### src/rtl/swd_pkg.sv
package swd_pkg;

    // Word and result geometry
    localparam int DATA_W      = 32;
    localparam int POS_W       = 3;
    localparam int DEPTH_DEF   = 8;
    localparam int MAX_RESULTS = 8;

    typedef enum logic [1:0] {
        OP_PUSH   = 2'd0,
        OP_REMOVE = 2'd1,
        OP_DUMP   = 2'd2,
        OP_PEEK   = 2'd3
    } opcode_t;

    typedef enum logic [1:0] {
        ST_OK       = 2'd0,
        ST_FULL     = 2'd1,
        ST_EMPTY    = 2'd2,
        ST_NOTFOUND = 2'd3
    } status_t;

    typedef enum logic {
        S_IDLE = 1'b0,
        S_DUMP = 1'b1
    } state_t;

    // Per-cycle commands broadcast to every cell
    typedef struct packed {
        logic push;    // write value into the cell at index count
        logic remove;  // close the gap at the topmost match
    } cell_ctl_t;

endpackage

### src/rtl/swd_req_if.sv
interface swd_req_if;
    logic                          valid;
    logic                          ready;
    logic [1:0]                    opcode;
    logic signed [swd_pkg::DATA_W-1:0] value;

    modport source (output valid, output opcode, output value, input ready);
    modport sink   (input valid, input opcode, input value, output ready);
endinterface

### src/rtl/swd_rsp_if.sv
interface swd_rsp_if;
    logic                          valid;
    logic                          ready;
    logic [1:0]                    status;
    logic [swd_pkg::POS_W-1:0]     position;
    logic signed [swd_pkg::DATA_W-1:0] data;
    logic                          last;

    modport source (output valid, output status, output position, output data, output last,
                    input ready);
    modport sink   (input valid, input status, input position, input data, input last,
                    output ready);
endinterface

### src/rtl/swd_cell.sv
module swd_cell #(
    parameter int DEPTH = swd_pkg::DEPTH_DEF,
    parameter int IDX   = 0
) (
    input  logic                          clk,
    input  swd_pkg::cell_ctl_t            ctl,
    input  logic [$clog2(DEPTH+1)-1:0]    count,
    input  logic [$clog2(DEPTH)-1:0]      rd_idx,
    input  logic [swd_pkg::DATA_W-1:0]    value,
    input  logic [swd_pkg::DATA_W-1:0]    up_data,
    input  logic                          above_in,
    input  logic [swd_pkg::DATA_W-1:0]    rd_in,
    input  logic [$clog2(DEPTH)-1:0]      pos_in,
    output logic [swd_pkg::DATA_W-1:0]    data_out,
    output logic                          above_out,
    output logic [swd_pkg::DATA_W-1:0]    rd_out,
    output logic [$clog2(DEPTH)-1:0]      pos_out
);
    localparam int CNT_W = $clog2(DEPTH+1);
    localparam int IDX_W = $clog2(DEPTH);

    logic [swd_pkg::DATA_W-1:0] data_reg;
    logic                       valid;
    logic                       match;
    logic                       top_hit;

    // Match against the search word; only live entries count
    assign valid     = CNT_W'(IDX) < count;
    assign match     = valid && (data_reg == value);
    assign top_hit   = match && !above_in;
    assign above_out = above_in || match;

    // Position of the topmost match rides down the chain
    assign pos_out = top_hit ? IDX_W'(IDX) : pos_in;

    // Readout: OR in this entry when it is the one addressed
    assign rd_out = (rd_idx == IDX_W'(IDX)) ? (rd_in | data_reg) : rd_in;

    assign data_out = data_reg;

    // Load on push at the top slot, shift down at and above the deleted entry
    always_ff @(posedge clk)
    begin
        if (ctl.push && (count == CNT_W'(IDX)))
        begin
            data_reg <= value;
        end
        else if (ctl.remove && !above_in)
        begin
            data_reg <= up_data;
        end
    end

endmodule

### src/rtl/stack_with_delete_by_value.sv
// LIFO stack of signed 32-bit words with delete by value.
// req channel carries opcode and value: push, remove by value, dump, peek.
// rsp channel returns status, position, data and last for each result word.
// Push, remove and peek give one result word with last set. Dump gives one
// word per entry from top to bottom (at most eight, the topmost), last set
// on the final one; an empty stack gives a single error word.
// Each entry sits in its own cell; all cells compare against the search word
// in parallel and shift down in the same cycle, so for push, remove and peek
// a new request is taken every cycle while rsp keeps up.
// A dump is read out one word per cycle while rsp keeps up, paced by the
// readout into the single output register; no request is taken until the
// final dump word is loaded.
// The result word is valid the cycle after the request is accepted.
// A stalled rsp holds the output register and deasserts req.ready.
// Reset empties the stack and drops any pending result; entry contents are
// not cleared.
module stack_with_delete_by_value #(
    parameter int DEPTH = swd_pkg::DEPTH_DEF
) (
    input  logic       clk,
    input  logic       rst_n,
    swd_req_if.sink    req,
    swd_rsp_if.source  rsp
);
    localparam int CNT_W = $clog2(DEPTH+1);
    localparam int IDX_W = $clog2(DEPTH);
    localparam int REM_W = $clog2(swd_pkg::MAX_RESULTS);
    localparam int DW    = swd_pkg::DATA_W;
    localparam int PW    = swd_pkg::POS_W;

    swd_pkg::state_t    state_reg, state_next;
    logic [CNT_W-1:0]   count_reg, count_next;
    logic [IDX_W-1:0]   idx_reg, idx_next;
    logic [REM_W-1:0]   rem_reg, rem_next;
    logic               ov_reg, ov_next;
    swd_pkg::status_t   st_reg, st_next;
    logic [PW-1:0]      pos_reg, pos_next;
    logic [DW-1:0]      dat_reg, dat_next;
    logic               last_reg, last_next;

    swd_pkg::cell_ctl_t ctl;
    logic [IDX_W-1:0]   rd_idx;
    logic [IDX_W-1:0]   top_idx;
    logic               out_free;
    logic               accept;
    logic               full;
    logic               empty;
    logic               found;
    logic [IDX_W-1:0]   hit_idx;
    logic [DW-1:0]      rd_data;

    // Chain wiring between cells
    logic [DW-1:0]      cell_data [DEPTH];
    logic               above_c   [DEPTH+1];
    logic [DW-1:0]      rd_c      [DEPTH+1];
    logic [IDX_W-1:0]   pos_c     [DEPTH+1];

    assign above_c[DEPTH] = 1'b0;
    assign rd_c[DEPTH]    = '0;
    assign pos_c[DEPTH]   = '0;

    genvar g;
    generate
        for (g = 0; g < DEPTH; g++)
        begin : g_cell
            logic [DW-1:0] up_data;
            if (g == DEPTH-1)
            begin : g_top
                assign up_data = cell_data[g];
            end
            else
            begin : g_mid
                assign up_data = cell_data[g+1];
            end

            swd_cell #(
                .DEPTH (DEPTH),
                .IDX   (g)
            ) u_cell (
                .clk       (clk),
                .ctl       (ctl),
                .count     (count_reg),
                .rd_idx    (rd_idx),
                .value     (req.value),
                .up_data   (up_data),
                .above_in  (above_c[g+1]),
                .rd_in     (rd_c[g+1]),
                .pos_in    (pos_c[g+1]),
                .data_out  (cell_data[g]),
                .above_out (above_c[g]),
                .rd_out    (rd_c[g]),
                .pos_out   (pos_c[g])
            );
        end
    endgenerate

    assign found   = above_c[0];
    assign hit_idx = pos_c[0];
    assign rd_data = rd_c[0];

    // Stack status
    assign full    = (count_reg == CNT_W'(DEPTH));
    assign empty   = (count_reg == '0);
    assign top_idx = IDX_W'(count_reg - CNT_W'(1));
    assign rd_idx  = (state_reg == swd_pkg::S_DUMP) ? idx_reg : top_idx;

    // Handshake
    assign out_free  = !ov_reg || rsp.ready;
    assign req.ready = (state_reg == swd_pkg::S_IDLE) && out_free;
    assign accept    = req.valid && req.ready;

    // Stack index to 3-bit position (modulo 8)
    function automatic logic [PW-1:0] to_pos(input logic [IDX_W-1:0] x);
        logic [IDX_W+PW-1:0] ext;
        begin
            ext    = {{PW{1'b0}}, x};
            to_pos = ext[PW-1:0];
        end
    endfunction

    // Next state, cell commands and result word
    always_comb
    begin
        state_next = state_reg;
        count_next = count_reg;
        idx_next   = idx_reg;
        rem_next   = rem_reg;
        ov_next    = ov_reg && !rsp.ready;
        st_next    = st_reg;
        pos_next   = pos_reg;
        dat_next   = dat_reg;
        last_next  = last_reg;
        ctl        = '0;

        case (state_reg)
            swd_pkg::S_IDLE:
            begin
                if (accept)
                begin
                    ov_next   = 1'b1;
                    last_next = 1'b1;
                    st_next   = swd_pkg::ST_OK;
                    pos_next  = '0;
                    dat_next  = '0;
                    case (swd_pkg::opcode_t'(req.opcode))
                        swd_pkg::OP_PUSH:
                        begin
                            if (full)
                            begin
                                st_next = swd_pkg::ST_FULL;
                            end
                            else
                            begin
                                ctl.push   = 1'b1;
                                count_next = count_reg + CNT_W'(1);
                                pos_next   = to_pos(IDX_W'(count_reg));
                                dat_next   = req.value;
                            end
                        end
                        swd_pkg::OP_REMOVE:
                        begin
                            if (empty)
                            begin
                                st_next = swd_pkg::ST_EMPTY;
                            end
                            else if (!found)
                            begin
                                st_next = swd_pkg::ST_NOTFOUND;
                            end
                            else
                            begin
                                ctl.remove = 1'b1;
                                count_next = count_reg - CNT_W'(1);
                                pos_next   = to_pos(hit_idx);
                                dat_next   = req.value;
                            end
                        end
                        swd_pkg::OP_DUMP:
                        begin
                            if (empty)
                            begin
                                st_next = swd_pkg::ST_EMPTY;
                            end
                            else
                            begin
                                pos_next = to_pos(top_idx);
                                dat_next = rd_data;
                                if (count_reg != CNT_W'(1))
                                begin
                                    last_next  = 1'b0;
                                    state_next = swd_pkg::S_DUMP;
                                    idx_next   = IDX_W'(count_reg - CNT_W'(2));
                                    if (32'(count_reg) > 32'(swd_pkg::MAX_RESULTS))
                                    begin
                                        rem_next = REM_W'(swd_pkg::MAX_RESULTS - 1);
                                    end
                                    else
                                    begin
                                        rem_next = REM_W'(count_reg - CNT_W'(1));
                                    end
                                end
                            end
                        end
                        swd_pkg::OP_PEEK:
                        begin
                            if (empty)
                            begin
                                st_next = swd_pkg::ST_EMPTY;
                            end
                            else
                            begin
                                pos_next = to_pos(top_idx);
                                dat_next = rd_data;
                            end
                        end
                        default:
                        begin
                            st_next = swd_pkg::ST_EMPTY;
                        end
                    endcase
                end
            end
            swd_pkg::S_DUMP:
            begin
                // one entry per free output slot, walking down
                if (out_free)
                begin
                    ov_next   = 1'b1;
                    st_next   = swd_pkg::ST_OK;
                    pos_next  = to_pos(idx_reg);
                    dat_next  = rd_data;
                    last_next = (rem_reg == REM_W'(1));
                    idx_next  = idx_reg - IDX_W'(1);
                    rem_next  = rem_reg - REM_W'(1);
                    if (rem_reg == REM_W'(1))
                    begin
                        state_next = swd_pkg::S_IDLE;
                    end
                end
            end
            default:
            begin
                state_next = swd_pkg::S_IDLE;
            end
        endcase
    end

    // Control registers
    always_ff @(posedge clk or negedge rst_n)
    begin
        if (!rst_n)
        begin
            state_reg <= swd_pkg::S_IDLE;
            count_reg <= '0;
            ov_reg    <= 1'b0;
            rem_reg   <= '0;
        end
        else
        begin
            state_reg <= state_next;
            count_reg <= count_next;
            ov_reg    <= ov_next;
            rem_reg   <= rem_next;
        end
    end

    // Payload registers
    always_ff @(posedge clk)
    begin
        idx_reg  <= idx_next;
        st_reg   <= st_next;
        pos_reg  <= pos_next;
        dat_reg  <= dat_next;
        last_reg <= last_next;
    end

    assign rsp.valid    = ov_reg;
    assign rsp.status   = st_reg;
    assign rsp.position = pos_reg;
    assign rsp.data     = dat_reg;
    assign rsp.last     = last_reg;

    // Checks
    a_count_bound: assert property (@(posedge clk) disable iff (!rst_n)
        32'(count_reg) <= DEPTH)
        else $error("stack count above depth");

    a_dump_rem: assert property (@(posedge clk) disable iff (!rst_n)
        (state_reg == swd_pkg::S_DUMP) |-> (rem_reg != '0))
        else $error("dump walk with nothing left");

    a_notlast_dump: assert property (@(posedge clk) disable iff (!rst_n)
        (ov_reg && !last_reg) |-> (state_reg == swd_pkg::S_DUMP))
        else $error("non-final word outside a dump");

    a_push_count: assert property (@(posedge clk) disable iff (!rst_n)
        (accept && (req.opcode == swd_pkg::OP_PUSH) && !full)
        |=> (count_reg == $past(count_reg) + CNT_W'(1)))
        else $error("push did not grow the stack");

    a_remove_count: assert property (@(posedge clk) disable iff (!rst_n)
        (accept && (req.opcode == swd_pkg::OP_REMOVE) && found)
        |=> (count_reg == $past(count_reg) - CNT_W'(1)))
        else $error("remove did not shrink the stack");

endmodule

### src/flat_wrapper.sv
// flat-port wrapper written by rule: the top's interface ports become plain ports
module stack_with_delete_by_value_flat 
#(
    parameter int DEPTH = swd_pkg::DEPTH_DEF
)
  (clk, rst_n, req_valid, req_opcode, req_value, req_ready, rsp_valid, rsp_status, rsp_position, rsp_data, rsp_last, rsp_ready);
  swd_req_if req_i ();
  swd_rsp_if rsp_i ();
  input  logic clk;
  input  logic rst_n;
  input wire logic [$bits(req_i.valid)-1:0] req_valid;
  input wire logic [$bits(req_i.opcode)-1:0] req_opcode;
  input wire logic [$bits(req_i.value)-1:0] req_value;
  output wire logic [$bits(req_i.ready)-1:0] req_ready;
  output wire logic [$bits(rsp_i.valid)-1:0] rsp_valid;
  output wire logic [$bits(rsp_i.status)-1:0] rsp_status;
  output wire logic [$bits(rsp_i.position)-1:0] rsp_position;
  output wire logic [$bits(rsp_i.data)-1:0] rsp_data;
  output wire logic [$bits(rsp_i.last)-1:0] rsp_last;
  input wire logic [$bits(rsp_i.ready)-1:0] rsp_ready;
  assign req_i.valid = req_valid;
  assign req_i.opcode = req_opcode;
  assign req_i.value = req_value;
  assign req_ready = req_i.ready;
  assign rsp_valid = rsp_i.valid;
  assign rsp_status = rsp_i.status;
  assign rsp_position = rsp_i.position;
  assign rsp_data = rsp_i.data;
  assign rsp_last = rsp_i.last;
  assign rsp_i.ready = rsp_ready;
  stack_with_delete_by_value #(.DEPTH(DEPTH)) u_core (.clk(clk), .rst_n(rst_n), .req(req_i), .rsp(rsp_i));
endmodule
### config.mk
export PLATFORM = sky130hd
export DESIGN_NAME = stack_with_delete_by_value_flat
export DESIGN_NICKNAME = d
export VERILOG_FILES = /design/src/rtl/swd_pkg.sv /design/src/rtl/swd_req_if.sv /design/src/rtl/swd_rsp_if.sv /design/src/rtl/swd_cell.sv /design/src/rtl/stack_with_delete_by_value.sv /design/src/flat_wrapper.sv
export SDC_FILE = /design/constraint.sdc
export NUM_CORES = 1
export LEC_CHECK = 0
export BUFFER_PORTS_ARGS = -buffer_cell sky130_fd_sc_hd__buf_2
export CAP_MARGIN = 20
export CORE_MARGIN = 4
export CORE_UTILIZATION = 60
export DETAILED_ROUTE_END_ITERATION = 8
export GPL_ROUTABILITY_DRIVEN = 0
export GPL_TIMING_DRIVEN = 1
export HOLD_SLACK_MARGIN = 0.1
export PLACE_DENSITY = 0.75
export SETUP_SLACK_MARGIN = 0.2
export SKIP_LAST_GASP = 1
export SLEW_MARGIN = 25
export SYNTH_ARGS = -nofsm -noshare
export SYNTH_HDL_FRONTEND = slang
export SYNTH_HIERARCHICAL = 1
export SYNTH_SLANG_ARGS = --single-unit
### constraint.sdc
create_clock -name clk -period 8.5 [get_ports clk]
set_input_delay 0 -clock clk [delete_from_list [all_inputs] [get_ports clk]]
set_output_delay 0 -clock clk [all_outputs]
set_load 0.02 [all_outputs]
# After elaboration in Yosys (flattened, before gate mapping)
# Index checks and enable logic that the tools add are counted.
[totals]
reg_bits = 306
inputBits = 38
out_inout_bits = 40
[classes]
add_sub_neg = 5
n_lt_le_gt_ge = 9
n_eq_ne = 36
muxes = 95
n_bitwise = 8
reduce_logical = 65
[op_table]
columns = ["operator", "n"]
rows = [
  ["32-bit 2-to-1 mux", 28],
  ["32-bit equality test", 8],
  ["32-bit OR", 7],
  ["32-bit one-hot mux with 3 select lines", 1],
  ["3-bit 2-to-1 mux", 26],
  ["32-bit one-hot mux with 2 select lines", 1],
  ["1-bit logical AND", 33],
  ["1-bit 2-to-1 mux", 19],
  ["3-bit one-hot mux with 2 select lines", 3],
  ["4-bit by 3-bit equality test with 1-bit output (second input constant)", 4],
  ["3-bit by 4-bit < comparator with 1-bit output (first input constant)", 4],
  ["2-bit nonzero test", 8],
  ["2-bit 2-to-1 mux", 7],
  ["3-bit equality test (second input constant)", 4],
  ["4-bit 2-to-1 mux", 3],
  ["2-bit inequality test (second input constant)", 6],
  ["1-bit zero test", 9],
  ["3-bit one-hot mux with 3 select lines", 1],
  ["4-bit by 2-bit equality test with 1-bit output (second input constant)", 2],
  ["1-bit logical OR", 8],
  ["1-bit by 4-bit < comparator with 1-bit output (first input constant)", 2],
  ["2-bit by 4-bit < comparator with 1-bit output (first input constant)", 2],
  ["4-bit one-hot mux with 2 select lines", 1],
  ["3-bit by 1-bit equality test with 1-bit output (second input constant)", 2],
  ["other kinds (23)", 29],
]

# Logic depth before layout (Yosys ltp)
# Gate-level depths: netlist (run 1).
[logic_depth]
ltp_word = 22
mapped_depth = 19
mapped_depth_nobuf = 19

# Hierarchy
# The synthesis (run 1) kept the hierarchy.
[modules_own_cells]
columns = ["module", "instances", "cells_per_inst", "area_per_inst_um2"]
rows = [
  ["stack_with_delete_by_value", 1, 214, 2635.0],
  ["swd_cell at u_core.g_cell[2].u_cell", 1, 164, 2208.4],
  ["swd_cell at u_core.g_cell[7].u_cell", 1, 182, 2128.3],
  ["swd_cell at u_core.g_cell[3].u_cell", 1, 170, 2094.5],
  ["swd_cell at u_core.g_cell[4].u_cell", 1, 173, 2069.5],
  ["swd_cell at u_core.g_cell[0].u_cell", 1, 158, 2033.2],
  ["swd_cell at u_core.g_cell[5].u_cell", 1, 162, 2033.2],
  ["swd_cell at u_core.g_cell[6].u_cell", 1, 159, 2018.2],
  ["swd_cell at u_core.g_cell[1].u_cell", 1, 156, 2015.7],
]

# Least setup slack after synthesis (run 1)
# OpenSTA, ideal clock, no wires.
[synth_path]
path_type = "flip-flop to flip-flop"
startpoint = "register u_core.g_cell[7].u_cell.data_reg (netlist bit u_core/g_cell[7].u_cell/data_out[8])"
endpoint = "register u_core.g_cell[0].u_cell.data_reg (netlist bit u_core/g_cell[0].u_cell/data_out[0]), enable pin"
setup_time_ns = 0.466
t_arrival_ns = 5.654
required_ns = 8.034
path_slack_ns = 2.380
path_stages_with_launch = 20
path_cell_list = "edfxtp_1 -> nor2b_1 -> a2111oi_4 -> nand4_1 -> o41ai_1 -> inv_1 -> o31ai_1 -> or2_2 -> a41o_1 -> inv_1 -> o41ai_1 -> or2_2 -> inv_1 -> o31ai_1 -> a31o_1 -> inv_1 -> a211oi_2 -> and2_1 -> inv_1 -> o21ai_0"
[synth_rtl]
columns = ["element", "line_no", "text"]
rows = [
  ["start: declaration", "swd_cell.sv:22", "logic [swd_pkg::DATA_W-1:0] data_reg;"],
  ["start signal: assignment", "swd_cell.sv:46", "data_reg <= value;"],
  ["start signal: assignment", "swd_cell.sv:50", "data_reg <= up_data;"],
  ["end signal: assignment", "swd_cell.sv:46", ""],
  ["end signal: assignment", "swd_cell.sv:50", ""],
  ["end: declaration", "swd_cell.sv:22", ""],
]

==> run_results.csv, run 1 <==
group,metric,value,unit
run_status,status,"complete, no violations",
layout,fin_cells,2086,
layout,layout-drive-gt1-share,23.69,%
layout,final_nets,1707,
drt,drc,0,
critical_path,rr_startpoint,"u_core/g_cell[7].u_cell/data_out[17]",
global_routing,grt_pass1_wl,78.38,mm
logic_synthesis,synthArstFlopShare,2.941,%
worst_hold_path,hold_end,"u_core/g_cell[3].u_cell/data_out[14]",
timing,setup_violations,0,
layout,diodes,0,
cts,cts_made_buffers,37,
floorplanning,ioPinCount,78,
cts,htree_levels,2,
floorplanning,dieArea,34990,um^2
global_routing,grt_max_degree,40,
floorplanning,die_h,187.1,um
drt,wl,52.08,mm
logic_synthesis,seq_area_frac_synth,47.53,%
global_routing,overflow,0,
drt,drt-initial-drc-count,1516,
logic_synthesis,synth-seq-cells,306,
worst_hold_path,hold_path_startpoint,"req_value[14]",
timing,hold_viol_final,0,
drt,ant_nets,0,
cts,post_cts_buffers,0,
cts,clk_latency,0.53,ns
timing,slew_viol_final,0,
global_routing,antenna_found_initial,0,
floorplanning,row_count,65,
power,powerDensity,262.1,nW/um^2
critical_path,worstReg2RegEnd,"u_core/g_cell[6].u_cell/data_out[7]",
critical_path,crit_type,"reg -> reg",
drt,routed_via_density,6.384,
cts,cts-root-buf,"clkbuf_16",
timing,relSlewSlack,32.79,%
timing,max_freq,0.1561,GHz
layout,synthToLayoutAreaGrowth,11.39,%
critical_path,r2r_cells,20,
logic_synthesis,syn_avg_cell_area,12.51,um^2
logic_synthesis,synth_edf_count,297,
drt,num_vias,13320,
cts,clockBufferDepth,3,
logic_synthesis,ys_types,80,
worst_hold_path,hp-class,"in -> reg",
cts,cts_tree,"built",
critical_path,cp-start-kind,"flip-flop",
timing,max_slew.worst_pin.slew,0.9951,ns
power,peakVddDrop,0.1856,mV
timing,layout_worst_path_cycle_share,75.39,%
run,cap_violations,0,
floorplanning,start_util,60.96,%
critical_path,cp.required,8.70,ns
cts,clk_pin_slew,0.06,ns
critical_path,end_kind,"flip-flop",
drt,drt_first_pass_iters,6,
place,io_buffers,77,
timing,final.min_clock_period,6.408,ns
critical_path,crit_fanout,18,
layout,final_cell_mix,"edfxtp_1, a21o_1, mux2_2, xor2_1, xnor2_1",
logic_synthesis,synth-main-ff-cell,"edfxtp_1",
place,placed_cells,2007,
worst_hold_path,hold_path_depth,2,
layout,final_common_cell,"edfxtp_1",
floorplanning,die_x,187.1,um
logic_synthesis,synthCells,1538,
timing,fin_skew,0.01765,ns
timing,rsz0062_at_grt,"no",
global_routing,grt_pass1_vias,13090,
logic_synthesis,syn_area,19240,um^2
critical_path,reg2reg_slack,2.09,ns
logic_synthesis,yosysWarnings,6,
critical_path,cp_data_arrival_time,6.61,ns
cts,cts_sinks,306,
place,dpl.hpwl,37.08,mm
layout,largest_register_ffs,256,
power,leakage,8.669,nW
global_routing,grt.total_usage,28.64,%
drt,route.detailed.wl_per_inst,24.96,um
floorplanning,core-area,31560,um^2
timing,setup_tns,0,ns
## cell usage after synthesis (3+ instances only)
cell / number / area share, %
nand2_1: 28 / 0.55
mux2_2: 174 / 10
buf_12: 3 / 0.31
ha_1: 10 / 0.65
or2_2: 3 / 0.098
clkbuf_1: 37 / 0.72
a211oi_1: 5 / 0.20
nor3_1: 11 / 0.29
o21ai_0: 8 / 0.21
a31oi_1: 7 / 0.23
o2111a_1: 4 / 0.23
nand3_1: 10 / 0.26
edfxtp_1: 297 / 46
a21o_1: 259 / 10
nand2b_1: 27 / 0.88
and3_1: 6 / 0.20
o41ai_1: 10 / 0.46
a2111oi_4: 4 / 0.57
a2111oi_2: 3 / 0.23
mux2_1: 47 / 2.8
nand4_1: 29 / 0.94
buf_2: 19 / 0.49
buf_6: 5 / 0.29
a2111o_1: 3 / 0.18
xor2_1: 142 / 6.5
a221oi_1: 3 / 0.14
xnor2_1: 78 / 3.6
dfrtp_1: 9 / 1.2
o21ai_1: 10 / 0.26
a22o_1: 32 / 1.5
nor2b_1: 36 / 1.2
a21oi_1: 10 / 0.26
nor3b_1: 3 / 0.12
o41a_1: 4 / 0.23
nor4_1: 33 / 1.1
a41oi_1: 3 / 0.14
nor2_1: 21 / 0.41
mux2_4: 29 / 2.3
o211ai_1: 3 / 0.12
inv_1: 53 / 1.0
buf_1: 3 / 0.059
## power breakdown
part | total, mW | internal (mW) | switching (mW)
logic | 2.15 | 0.841 | 1.31
registers | 1.98 | 1.88 | 0.102
clock network | 1.49 | 0.861 | 0.625
total | 5.62 | 3.58 | 2.04
## through the flow
stage	util, %	total power, mW	instance area, um^2	setup slack (ns)	hold slack (ns)
after floorplan	-	3.424	19370	2.380	-0.2956
after CTS	67.81	5.589	21400	2.119	0.1015
final	67.90	5.616	21430	2.092	0.1328
after global routing	67.90	5.835	21430	1.638	0.1426
after detailed placement	63.79	4.072	20130	2.125	-0.1288
after global placement	63.77	4.047	20120	2.372	-0.1315
## worst max path at each step
stage                                              start                              endpoint  slack (ns)  cells past startpoint
detailed placement  u_core/g_cell[7].u_cell/data_out[23]  u_core/g_cell[6].u_cell/data_out[23]        2.12                     20
global route        u_core/g_cell[7].u_cell/data_out[17]   u_core/g_cell[6].u_cell/data_out[7]        1.64                     20
finish              u_core/g_cell[7].u_cell/data_out[17]   u_core/g_cell[6].u_cell/data_out[7]        2.09                     20
CTS                 u_core/g_cell[7].u_cell/data_out[17]   u_core/g_cell[6].u_cell/data_out[7]        2.12                     20
floorplan            u_core/g_cell[7].u_cell/data_out[8]   u_core/g_cell[0].u_cell/data_out[0]        2.38                     19
global placement                           req_value[17]  u_core/g_cell[6].u_cell/data_out[23]        2.37                     21
## layer usage
metal	global-route usage [%]	wire, um	up-vias
met5	0	0	-
met3	3.546	3292	130
met4	13.51	2732	0
met1	40.09	22650	6546
li1	-	-	6053
met2	44.89	23400	588
## area by class of cell
type | instances | area, um^2
Multi-Input combinational cell | 1142 | 9712
Inverter | 57 | 214.0
Fill cell | 2344 | 10130
Timing Repair Buffer | 115 | 725.7
Tap cell | 402 | 503.0
Clock buffer | 41 | 983.4
Sequential cell | 306 | 9144
Clock inverter | 23 | 145.1
## cell families (layout without fill, tap and decap cells)
| family | after synthesis | after routing | share of synthesized area (%) |
|---|---|---|---|
| compound gates | 391 | 391 | 16.15 |
| xor+xnor | 221 | 221 | 10.10 |
| fa+ha+maj | 10 | 10 | 0.6504 |
| buf+inv | 126 | 236 | 3.070 |
| flops | 306 | 306 | 47.53 |
| mux | 252 | 252 | 15.31 |
| other cells | 1 | 37 | 0.01949 |
| simple gates | 231 | 231 | 7.168 |
## critical path, cell delays in order, from the launching register on
cell	delay, ns
edfxtp_1	0.43
xor2_1	0.17
nor4_1	0.63
o2111ai_2	0.30
o41ai_1	0.93
inv_1	0.10
o31ai_1	0.20
or2_2	0.26
a41o_1	0.15
inv_1	0.07
o41ai_1	0.15
or2_2	0.28
inv_1	0.08
o31ai_1	0.13
a31o_1	0.22
inv_1	0.08
a211oi_2	0.23
and2_1	0.48
inv_1	0.11
o21ai_2	0.66
buf_4	0.40
## what timing repair did
action	CTS	global route
hold buffers	14	0
endpoints found under the hold margin	26	0
gates resized for setup	0	0
No activity file was read; power rests on OpenSTA's default activity.
==> run 2: changes to the inputs <==
--- a/config.mk
+++ b/config.mk
@@ -8,12 +8,12 @@
 export BUFFER_PORTS_ARGS = -buffer_cell sky130_fd_sc_hd__buf_2
 export CAP_MARGIN = 20
 export CORE_MARGIN = 4
-export CORE_UTILIZATION = 60
+export CORE_UTILIZATION = 57
 export DETAILED_ROUTE_END_ITERATION = 8
 export GPL_ROUTABILITY_DRIVEN = 0
 export GPL_TIMING_DRIVEN = 1
 export HOLD_SLACK_MARGIN = 0.1
-export PLACE_DENSITY = 0.75
+export PLACE_DENSITY = 0.74
 export SETUP_SLACK_MARGIN = 0.2
 export SKIP_LAST_GASP = 1
 export SLEW_MARGIN = 25
==> constraint.sdc (replaced) <==
create_clock -name clk -period 5.2 [get_ports clk]
set_input_delay 0 -clock clk [delete_from_list [all_inputs] [get_ports clk]]
set_output_delay 0 -clock clk [all_outputs]
set_load 0.02 [all_outputs]
==> run 2 against run 1 <==
Net effect:
- global-route usage down 0.78 points
- critical path depth up 1
- total power up 64%
- fmax up 35%
- setup slack worse by 1.6 ns
- largest cell class unchanged
- highest routed layer unchanged
==> run_results.csv, run 2 (synthesis results as in run 1) <==
group,metric,value,unit
run_status,status,"complete, no violations",
global_routing,grt_pass1_vias,13130,
cts,post_cts_buffers,0,
layout,layout-drive-gt1-share,25.50,%
place,io_buffers,77,
timing,fin_skew,0.02388,ns
timing,setup_ws,0.4466,ns
drt,ant_nets,0,
timing,max_freq,0.2104,GHz
global_routing,grt_max_degree,39,
timing,relSlewSlack,30.04,%
place,dpl.hpwl,38.88,mm
critical_path,r2r_cells,21,
layout,fin_cells,2185,
cts,cts-root-buf,"clkbuf_16",
drt,drc,0,
critical_path,end_kind,"flip-flop",
cts,clockBufferDepth,3,
critical_path,crit_top_cell,"inv_1",
timing,layout_worst_path_cycle_share,91.41,%
global_routing,antenna_found_initial,1,
layout,diodes,0,
critical_path,cp-start-kind,"flip-flop",
cts,clk_pin_slew,0.06,ns
cts,cts_sinks,306,
floorplanning,start_util,57.51,%
floorplanning,die_x,191.7,um
layout,final_nets,1759,
critical_path,cp.required,5.41,ns
place,pre_cts_slack,0.3119,ns
cts,clk_latency,0.52,ns
place,placed_cells,2097,
critical_path,reg2reg_slack,0.45,ns
layout,final_common_cell,"edfxtp_1",
power,peakVddDrop,0.3008,mV
critical_path,crit_type,"reg -> reg",
run,cap_violations,0,
layout,largest_register_ffs,256,
drt,routed_via_density,6.076,
global_routing,overflow,0,
place,place_area,20600,um^2
layout,final_cell_mix,"edfxtp_1, a21o_1, mux2_2, xor2_1, xnor2_1",
layout,fin_area,22000,um^2
drt,route.detailed.wl_per_inst,23.66,um
critical_path,cp_slowest_cell,"edfxtp_1",
floorplanning,core-area,33450,um^2
timing,slew_viol_final,0,
timing,hold_viol_final,0,
critical_path,worstPathCellList,"nor2b_1, a2111oi_4, nand4_1, o41ai_4, inv_1, o31ai_1, or2_2, a41o_1, inv_1, o41ai_1, or2_2, inv_1, o31ai_1, a31o_1, inv_1, a211oi_2, and2_1, buf_4, inv_1, o21ai_2, buf_12",
global_routing,grt_pass1_wl,78.47,mm
layout,fillers,2456,
power,powerDensity,418.1,nW/um^2
power,leakage,8.961,nW
worst_hold_path,hold_path_depth,3,
floorplanning,row_count,67,
timing,setup_violations,0,
timing,final.min_clock_period,4.753,ns
drt,wl,51.70,mm
floorplanning,dieArea,36750,um^2
critical_path,critPathMaxStageDelay,0.44,ns
floorplanning,die_h,191.7,um
cts,cts_made_buffers,36,
power,power.total,9.200,mW
floorplanning,ioPinCount,78,
drt,drt_first_pass_iters,5,
cts,cts_tree,"built",
drt,num_vias,13280,
critical_path,cp_data_arrival_time,4.97,ns
layout,synthToLayoutAreaGrowth,14.38,%
critical_path,crit_fanout,31,
cts,htree_levels,2,
timing,rsz0062_at_grt,"no",
drt,drt-initial-drc-count,997,
layout,post-route-util,65.78,%
global_routing,grt.total_usage,27.86,%
worst_hold_path,hp-class,"in -> reg",
timing,max_slew.worst_pin.slew,1.023,ns
-- run 2: cell types whose count changed in the layout (fill, tap and decap cells not counted), sizes merged --
cell,previous run,this run
buf,101,144
bufinv,1,3
clkinvlp,4,1
dlygate4sd3,14,24
inv,56,57
-- run 2: final cells by class --
class	instances	area, um^2	share of cell area, %
Multi-Input combinational cell	1142	9743	44.28
Sequential cell	306	9144	41.56
Timing Repair Buffer	168	1207	5.488
Clock buffer	41	940.9	4.276
Tap cell	448	560.5	2.548
Inverter	57	214.0	0.9724
Clock inverter	23	192.7	0.8757
-- run 2: final timing paths --
check / start / endpoint
min reg2reg: u_core/rem_reg[2] / u_core/rem_reg[2]
max reg2reg: u_core/g_cell[7].u_cell/data_out[8] / u_core/g_cell[0].u_cell/data_out[11]
min: req_value[24] / u_core/g_cell[4].u_cell/data_out[24]
min in group asynchronous: rst_n / u_core/state_reg
max: u_core/g_cell[7].u_cell/data_out[8] / u_core/g_cell[0].u_cell/data_out[11]
max in group asynchronous: rst_n / u_core/count_reg[2]
-- run 2: metrics by stage --
step,TNS [ns],hold slack (ns)
2_1_floorplan,-20.04,-0.2956
3_3_place_gp,0,-0.1375
3_5_place_dp,0,-0.1364
4_1_cts,0,0.1029
5_1_grt,0,0.1433
6_report,0,0.1164
-- run 2: timing repair --
action                                 4_1_cts  5_1_grt
hold buffers                                24        0
gates resized for setup                      0        4
endpoints found under the hold margin       55        0
setup endpoints to repair                    0      255
-- run 2: metal layers --
layer | routed length, um | part of all wire, % | up-vias | GRT usage [%]
met3 | 3169 | 6.1 | 97 | 3.490
li1 | - | - | 6159 | -
met5 | 0 | 0 | - | 0
met4 | 1931 | 3.7 | 0 | 10.03
met1 | 23160 | 45 | 6471 | 39.87
met2 | 23440 | 45 | 550 | 43.95
-- run 2: worst max-delay path, delay by kind of cell (launching register included) --
kind                   cells  cell delay (ns)
AND/OR/NAND/NOR            5             1.14
AO/OA/AOI/OAI              9             2.00
flip-flops                 1             0.44
buffers and inverters      7             0.86
-- run 2: report_power, final --
part / internal (mW) / switching (mW)
clock network: 1.45 / 0.985
registers: 3.07 / 0.132
logic: 1.41 / 2.15
